### config.mk
export PLATFORM = sky130hd
export DESIGN_NAME = pgb_kernel
export DESIGN_NICKNAME = d
export VERILOG_FILES = /design/src/sv/pgb_pkg.sv /design/src/sv/pgb_kernel.sv
export SDC_FILE = /design/constraint.sdc
export NUM_CORES = 1
export LEC_CHECK = 0
export ABC_CLOCK_PERIOD_IN_PS = 5400
export BUFFER_PORTS_ARGS = -buffer_cell sky130_fd_sc_hd__buf_2
export CAP_MARGIN = 20
export CELL_PAD_IN_SITES_DETAIL_PLACEMENT = 1
export CELL_PAD_IN_SITES_GLOBAL_PLACEMENT = 2
export CORE_ASPECT_RATIO = 0.75
export CORE_MARGIN = 2
export CORE_UTILIZATION = 29
export DETAILED_ROUTE_END_ITERATION = 6
export PLACE_DENSITY_LB_ADDON = 0.1
export SYNTH_ARGS = -nofsm -noshare
export SYNTH_HDL_FRONTEND = slang
export SYNTH_SLANG_ARGS = --single-unit
### constraint.sdc
create_clock -name vclk -period 5.4
set_input_delay 0.54 -clock vclk [all_inputs]
set_output_delay 0.54 -clock vclk [all_outputs]
set_load 0.1 [all_outputs]
### src/sv/pgb_pkg.sv
// Shared types and constants of the palette Gaussian blur block.
`default_nettype none

package pgb_pkg;

   // Palette geometry and color layout
   localparam int PAL_DEPTH = 1024;
   localparam int PAL_AW    = 10;
   localparam int COLOR_W   = 24;
   localparam int CHAN_W    = 8;
   localparam int NUM_CHAN  = 3;
   localparam int COL_ROWS  = 3;
   localparam int WIN_SIZE  = 9;

   // Kernel sum: nine 8-bit taps weighted up to 4, total weight 16
   localparam int SUM_W     = 12;
   localparam int SUM_SHIFT = 4;

   // Operation codes carried by the request word
   localparam logic OP_WRITE = 1'b0;
   localparam logic OP_PIXEL = 1'b1;

   // 1-2-1 by 1-2-1 weights as left shifts, indexed 3*column + row
   localparam logic [1:0] WEIGHT_SHIFT [WIN_SIZE] = '{
      2'd0, 2'd1, 2'd0,
      2'd1, 2'd2, 2'd1,
      2'd0, 2'd1, 2'd0
   };

   typedef logic [COLOR_W-1:0] color_type;
   typedef logic [PAL_AW-1:0]  pal_addr_type;
   typedef logic [CHAN_W-1:0]  chan_type;

   // 3x3 window of RGB colors, entry 3*column + row, column 0 oldest, row 0 top
   typedef color_type [WIN_SIZE-1:0] window_type;

   // Blurred pixel handed from the kernel to the result register
   typedef struct packed {
      chan_type red;
      chan_type green;
      chan_type blue;
   } pixel_type;

endpackage

`default_nettype wire

### src/sv/pgb_kernel.sv
// 3x3 Gaussian kernel: weighted sum of the window per channel, scaled by 1/16.
`default_nettype none

module pgb_kernel (
   input  wire pgb_pkg::window_type win,
   output pgb_pkg::pixel_type       pixel
);

   logic [pgb_pkg::SUM_W-1:0] sum [pgb_pkg::NUM_CHAN];

   // Accumulate the weighted taps of each channel; channel 0 is blue
   always_comb begin
      for (int c = 0; c < pgb_pkg::NUM_CHAN; c++) begin
         sum[c] = '0;
         for (int i = 0; i < pgb_pkg::WIN_SIZE; i++) begin
            sum[c] = sum[c] + (pgb_pkg::SUM_W'(win[i][pgb_pkg::CHAN_W*c +: pgb_pkg::CHAN_W])
                               << pgb_pkg::WEIGHT_SHIFT[i]);
         end
      end
   end

   // Drop the four fraction bits
   assign pixel.blue  = sum[0][pgb_pkg::SUM_W-1:pgb_pkg::SUM_SHIFT];
   assign pixel.green = sum[1][pgb_pkg::SUM_W-1:pgb_pkg::SUM_SHIFT];
   assign pixel.red   = sum[2][pgb_pkg::SUM_W-1:pgb_pkg::SUM_SHIFT];

endmodule

`default_nettype wire
==> results by group, run 1 <==
Cells and area
  – Synth-to-layout area growth: 40.2%
  – Area occupied by registers: 0 sq um
  – Clkbuf count: 0
  – Number of flip-flops and latches: 0
  – Fraction of the core area covered by cells at the end of the flow: 41.7%
  – Antenna Cells: 0
  – Layout Nets: 1143
  – Layout cells sized above 1: 41.5%

Setup path
  – CP max-delay cell: sky130_fd_sc_hd__fa_1
  – Chain of cells forming the critical path: buf_6, fa_1, ha_4, a21oi_4, o211ai_1, o211ai_1, xnor2_1, ha_1, inv_1, fa_1, fa_1, inv_2, ha_4, ha_4, nand2_1, o211ai_1, o41ai_4, xor2_4, buf_12
  – Kind of start point of the critical path: input port
  – Largest fanout of any net on the critical path: 4
  – Kind of end point of the critical path: output port
  – Maximum cell stage delay along the critical path: 0.60 ns
  – Required time of the critical path: 4.86 ns
  – Class of the most critical setup path: input port to output port
  – Worst path arrival time: 4.93 ns
  – Crit path from: win[18]

Yosys
  – Warning count from the yosys run: 0
  – Share of the yosys chip area belonging to registers: 0%
  – Synthesized net count: 880
  – Number of instances in the synthesized netlist: between 400 and 500
  – Leading area contributor after synthesis: sky130_fd_sc_hd__fa_1
  – Post-synth top area share: 59.6%
  – Synth area leaders: sky130_fd_sc_hd__fa_1 60%, sky130_fd_sc_hd__ha_1 12%, sky130_fd_sc_hd__inv_1 9.8%
  – Average cell area after synthesis: 10.8 sq um
  – Number of distinct library cell variants in the gate-level netlist after synthesis: between 40 and 50
  – Post-synthesis cell area: between 0.005 and 0.006 sq mm

Route
  – Detailed-routed wire length on met3: 535 microns
  – Vias after detailed routing: 4083
  – Number of DRC violations after detailed-routing iteration 0: 77
  – Uppermost routed layer: met3
  – Post-route ant nets: 0
  – Routed wire length on met2: 6.66 mm
  – Post-detailed-route wirelength per cell: 14.0 microns
  – Initial DRT Pass Iterations: 4
  – Vias per Instance: ~4.3
  – Total wire length: 13.2 mm
  – Post-detailed-route DRC marker count: 0
  – Length of routed wiring on met1: 6.01 mm

GRT
  – Total track usage: 14.7%
  – Vias in the first global route: 4733
  – Largest net degree at the start of global routing: 7
  – Wire length of the first global-routing pass: 22.4 mm
  – Number of antenna violations at the first check in global routing: 0
  – Total overflow reported by the global router: 0

Floorplan
  – Rows: 41
  – Count of pins on the block boundary: 240
  – Die Area: 0.0185 sq mm
  – Effective utilization at floorplan: 29.8%
  – Die Y-Extent: 118 microns
  – Die Width: 156 microns
  – Floorplan core area: ~0.017 sq mm

Clock tree
  – CTS hold repair buffers: 0

Run
  – Maximum Capacitance Violations: 0

Min path
  – Path type of the worst min-delay path: input port to output port
  – Hold Startpoint: win[103]
  – Number of cells on the worst hold path: 5
  – Capture endpoint of the worst hold path: pixel[7]

Placement
  – Global placement routability congestion: 0.772
  – Half-perimeter wire length after detailed placement: 13.0 mm
  – Quantity of I/O buffers inserted on ports: 240

Status
  – Violated checks: negative setup slack
  – Result of the run: finished with violations

Timing
  – Worst Setup Slack, final: -0.0669 ns
  – Slew at the pin with the worst max-slew slack: ~0.47 ns
  – Count of final setup violators: 2
  – Final period demand of the worst path: 5.47 ns
  – Setup repair after global routing missed its margin: true
  – Period utilisation layout: 101%
  – Max frequency: 183 MHz
  – Relative slew slack: 67.7%
  – Max-slew violation total from the final report: 0
  – Post-Route Hold Slack: 1.86 ns
  – Hold violation total from the final report: 0
[critical path: cells and delay by family]
| kind | cells | cell delay (ns) |
|---|---|---|
| adder cells (fa/ha/maj) | 7 | 2.52 |
| AO/OA/AOI/OAI | 5 | 1.07 |
| buffers and inverters | 4 | 0.39 |
| XOR/XNOR | 2 | 0.31 |
| AND/OR/NAND/NOR | 1 | 0.07 |
[worst max path at each step]
stage                      to  cells after the start  slack (ns)
finish              pixel[23]                     19       -0.07
global route        pixel[21]                     19       -0.30
CTS                 pixel[21]                     19       -0.16
detailed placement  pixel[23]                     19       -0.27
global placement    pixel[23]                     19       -0.23
floorplan           pixel[21]                     17       -0.27
[what timing repair did]
item | in CTS | in global routing
gates resized for setup | 11 | 10
setup endpoints to repair | 3 | 3
setup buffers | 3 | 1
pin swaps | 15 | 14
endpoints found under the hold margin | 0 | 0
[layer usage]
| layer | vias up | GRT usage, % |
|---|---|---|
| met1 | 2003 | 20.9 |
| met5 | - | 0 |
| met4 | 0 | 0 |
| met3 | 0 | 0.880 |
| met2 | 109 | 26.3 |
| li1 | 1971 | - |
[layout by cell type (no fill, tap or decap), types with 2 or more instances in the layout]
master,instances
sky130_fd_sc_hd__a221oi_1,2
sky130_fd_sc_hd__o21a_1,2
sky130_fd_sc_hd__nand3_2,3
sky130_fd_sc_hd__a21o_1,7
sky130_fd_sc_hd__a221oi_2,2
sky130_fd_sc_hd__o211ai_1,5
sky130_fd_sc_hd__nor2_1,10
sky130_fd_sc_hd__and2_1,2
sky130_fd_sc_hd__fa_1,148
sky130_fd_sc_hd__inv_1,130
sky130_fd_sc_hd__and3_1,2
sky130_fd_sc_hd__a21oi_1,11
sky130_fd_sc_hd__buf_2,229
sky130_fd_sc_hd__nor3_1,6
sky130_fd_sc_hd__xor2_1,7
sky130_fd_sc_hd__o21ai_1,2
sky130_fd_sc_hd__or3_1,2
sky130_fd_sc_hd__ha_4,8
sky130_fd_sc_hd__nor3b_1,6
sky130_fd_sc_hd__buf_6,4
sky130_fd_sc_hd__a2111o_1,4
sky130_fd_sc_hd__xnor2_2,6
sky130_fd_sc_hd__buf_12,8
sky130_fd_sc_hd__nand3_1,7
sky130_fd_sc_hd__nor2b_1,3
sky130_fd_sc_hd__nand2_1,8
sky130_fd_sc_hd__ha_1,40
sky130_fd_sc_hd__o21bai_1,2
sky130_fd_sc_hd__a21oi_2,4
sky130_fd_sc_hd__o311ai_2,2
sky130_fd_sc_hd__fa_2,2
sky130_fd_sc_hd__buf_4,20
sky130_fd_sc_hd__nand4b_1,2
sky130_fd_sc_hd__xnor2_1,6
[final cells by class]
class / count / area, sq um
Tap cell: 215 / 269
Fill cell: 1968 / 9860
Timing Repair Buffer: 261 / 1500
Inverter: 131 / 492
Multi-Input combinational cell: 334 / 4800
[Yosys cell counts (all sizes together)]
cell type	number
nand4bb	1
o21bai	2
xnor2	13
ha	49
o21ai	4
a31oi	1
nand4b	2
and2	2
nand3	10
o2111ai	1
a211o	1
nor2b	3
nand4	1
a21o	7
o41ai	1
nand2	9
o211ai	5
a2111oi	2
or2	1
a221oi	4
or3	2
nor3	7
and3	3
inv	131
nor3b	6
a211oi	1
a2111o	4
nor4b	1
nor4	1
fa	150
o311ai	2
nor2	11
o21a	2
nand2b	1
xor2	8
a21oi	16
[cell families after synthesis]
| group | share of synthesized area (%) |
|---|---|
| simple gates | 6.58 |
| fa+ha+maj | 71.7 |
| compound gates | 8.27 |
| xor+xnor | 3.65 |
| buf+inv | 9.76 |
[metrics by stage]
stage               setup slack [ns]  instances  area (sq um)  setup TNS, ns
finish                       -0.0669        941          7070         -0.101
global placement              -0.227        937          6900         -0.490
floorplan                     -0.269        465          5180         -0.434
global route                  -0.296        941          7070         -0.760
CTS                           -0.156        940          6990         -0.311
detailed placement            -0.265        937          6900         -0.653
Power of run 1 is not shown: default switching activity piles up to over one toggle a cycle in this logic, so the estimate is an artifact.
==> run 2: changes to the inputs <==
--- a/config.mk
+++ b/config.mk
@@ -10,11 +10,12 @@
 export CAP_MARGIN = 20
 export CELL_PAD_IN_SITES_DETAIL_PLACEMENT = 1
 export CELL_PAD_IN_SITES_GLOBAL_PLACEMENT = 2
-export CORE_ASPECT_RATIO = 0.75
+export CORE_ASPECT_RATIO = 1.2
 export CORE_MARGIN = 2
 export CORE_UTILIZATION = 29
 export DETAILED_ROUTE_END_ITERATION = 6
 export PLACE_DENSITY_LB_ADDON = 0.1
+export SLEW_MARGIN = 10
 export SYNTH_ARGS = -nofsm -noshare
 export SYNTH_HDL_FRONTEND = slang
 export SYNTH_SLANG_ARGS = --single-unit
==> run 2 against run 1 <==
  * The run still ends with negative setup slack left
  * Die area hardly changed
  * Flip-flop and latch count unchanged
  * Critical endpoint unchanged
  * Global-route usage is 0.13 points higher
  * Highest routed layer is now met4
  * Critical path type unchanged
  * Via count up 1.9%
  * Cell count is 0.53% higher
==> results by group, run 2 (synthesized netlist as in run 1, its figures left out) <==
Cells and area
  – Layout cells sized above 1: 41.9% (+0.46 points)
  – Area occupied by registers: 0 sq um (unchanged)
  – Synth-to-layout area growth: 41.1%
  – Antenna Cells: 0 (unchanged)
  – Area of all placed cells without fillers: 0.00711 sq mm (+0.64%)
  – Most frequent cells in the layout: 227 x sky130_fd_sc_hd__buf_2, 148 x sky130_fd_sc_hd__fa_1, 129 x sky130_fd_sc_hd__inv_1
  – Layout Nets: 1147 (+0.35%)
  – Clkbuf count: 0 (unchanged)
  – Number of flip-flops and latches: 0 (unchanged)
  – Most frequent standard cell in the layout excluding fill and tap cells: sky130_fd_sc_hd__buf_2
  – Layout Cells excl Fill: 946 (+0.53%)

Floorplan
  – Die Width: 124 microns (-20%)
  – Die Y-Extent: 148 microns (+26%)
  – Count of pins on the block boundary: 240 (unchanged)
  – Rows: 52 (+27%)
  – Floorplan core area: 0.0169 sq mm (about the same)
  – Effective utilization at floorplan: 29.8% (about the same)
  – Die Area: 0.0185 sq mm (about the same)

GRT
  – Number of antenna violations at the first check in global routing: 0 (unchanged)
  – Largest net degree at the start of global routing: 7 (unchanged)
  – Wire length of the first global-routing pass: 22.9 mm (+2.3%)
  – Total track usage: 14.8% (+0.13 points)
  – Total overflow reported by the global router: 0 (unchanged)
  – Vias in the first global route: 4873 (+3.0%)

Timing
  – Relative slew slack: 55.0% (-13 points)
  – Count of final setup violators: 2 (unchanged)
  – Slew at the pin with the worst max-slew slack: 0.659 ns (+0.186 ns)
  – Worst Setup Slack, final: -0.152 ns (-0.0853 ns)
  – Post-Route Hold Slack: 1.87 ns (+0.0167 ns)
  – Max frequency: 180 MHz (-1.5%)
  – Hold violation total from the final report: 0 (unchanged)
  – Period utilisation layout: 103% (+1.6 points)
  – Max-slew violation total from the final report: 0 (unchanged)
  – Setup repair after global routing missed its margin: true
  – Final period demand of the worst path: 5.55 ns (+0.0853 ns)

Placement
  – Cell area reported after detailed placement: 0.00693 sq mm (+0.45%)
  – Instance count after placement with tap cells included: 940 (+0.32%)
  – Half-perimeter wire length after detailed placement: 13.1 mm (+1.2%)
  – Quantity of I/O buffers inserted on ports: 240 (unchanged)
  – Pre-CTS setup slack: -0.255 ns (+0.00984 ns)
  – Global placement routability congestion: 0.807 (+4.5%)

Route
  – Vias after detailed routing: 4161 (+1.9%)
  – Length of routed wiring on met1: 5.31 mm (-12%)
  – Initial DRT Pass Iterations: 4 (unchanged)
  – Uppermost routed layer: met4
  – Number of DRC violations after detailed-routing iteration 0: 54 (-30%)
  – Post-detailed-route DRC marker count: 0 (unchanged)
  – Vias per Instance: 4.40 (+1.4%)
  – Post-route ant nets: 0 (unchanged)
  – Routed wire length on met2: 7.13 mm (+7.0%)
  – Post-detailed-route wirelength per cell: 14.1 microns (+0.31%)
  – Total wire length: 13.3 mm (+0.84%)
  – Detailed-routed wire length on met3: 736 microns (+38%)

Clock tree
  – CTS hold repair buffers: 0 (unchanged)

Setup path
  – Required time of the critical path: 4.86 ns (about the same)
  – Kind of start point of the critical path: input port
  – Largest fanout of any net on the critical path: 5 (+1)
  – Worst path arrival time: 5.01 ns (+0.08 ns)
  – Kind of end point of the critical path: output port
  – Class of the most critical setup path: input port to output port

Min path
  – Path type of the worst min-delay path: input port to output port
  – Hold Startpoint: win[103]
  – Number of cells on the worst hold path: 5 (unchanged)
  – Capture endpoint of the worst hold path: pixel[7]

Status
  – Violated checks: negative setup slack
  – Result of the run: finished with violations

Run
  – Maximum Capacitance Violations: 0 (unchanged)
## run 2: cell types whose count changed in the layout (fill, tap and decap cells not counted), moves of 2 or more
cell                     change
sky130_fd_sc_hd__buf_12      +2
sky130_fd_sc_hd__ha_4        -2
sky130_fd_sc_hd__buf_4       +3
sky130_fd_sc_hd__buf_2       -2
## run 2: stage by stage
step / utilization [%] / setup TNS [ns]
finish: 42.0 / -0.236
global route: 42.0 / -0.675
CTS: 41.6 / -0.165
detailed placement: 41.0 / -0.592
global placement: 41.0 / -0.385
floorplan: - / -0.434
## run 2: how the worst max path moves through the flow
stage	startpoint	to	slack, ns	depth (start not counted)
global route	win[20]	pixel[23]	-0.32	21
detailed placement	win[21]	pixel[23]	-0.26	20
finish	win[20]	pixel[23]	-0.15	21
floorplan	win[18]	pixel[21]	-0.27	17
CTS	win[66]	pixel[23]	-0.16	21
global placement	win[21]	pixel[23]	-0.18	20
## run 2: repair_timing
| item | 4_1_cts | 5_1_grt |
|---|---|---|
| buffers inserted | 2 | 4 |
| pin swaps | 16 | 7 |
| endpoints found under the setup margin | 3 | 3 |
| gates resized for setup | 16 | 7 |
| cloned | 0 | 0 |
## run 2: critical path, cell delays in order
cell and delay [ns]:
sky130_fd_sc_hd__buf_6 0.09, sky130_fd_sc_hd__fa_1 0.47, sky130_fd_sc_hd__ha_1 0.34, sky130_fd_sc_hd__nand3_2 0.08, sky130_fd_sc_hd__o211ai_1 0.25, sky130_fd_sc_hd__o211ai_1 0.16, sky130_fd_sc_hd__xnor2_1 0.15, sky130_fd_sc_hd__ha_1 0.29
sky130_fd_sc_hd__inv_2 0.04, sky130_fd_sc_hd__fa_1 0.47, sky130_fd_sc_hd__fa_1 0.52, sky130_fd_sc_hd__inv_2 0.05, sky130_fd_sc_hd__ha_4 0.27, sky130_fd_sc_hd__ha_4 0.21, sky130_fd_sc_hd__nand3_2 0.08, sky130_fd_sc_hd__o211ai_1 0.10
sky130_fd_sc_hd__buf_4 0.16, sky130_fd_sc_hd__o41ai_4 0.21, sky130_fd_sc_hd__buf_4 0.19, sky130_fd_sc_hd__xor2_4 0.15, sky130_fd_sc_hd__buf_12 0.19
## run 2: final cells by class
type               instances  area [sq um]
inverters                131           492
well taps                216           270
repair buffers           265          1570
fillers                 1980          9800
multi-input cells        334          4780
## run 2: metal layers
layer	track usage [%]	vias up
li1	-	1973
met1	19.1	2035
met2	27.7	145
met3	1.80	8
met4	1.24	0
met5	0	-
Power of run 2 is left out for the same reason.
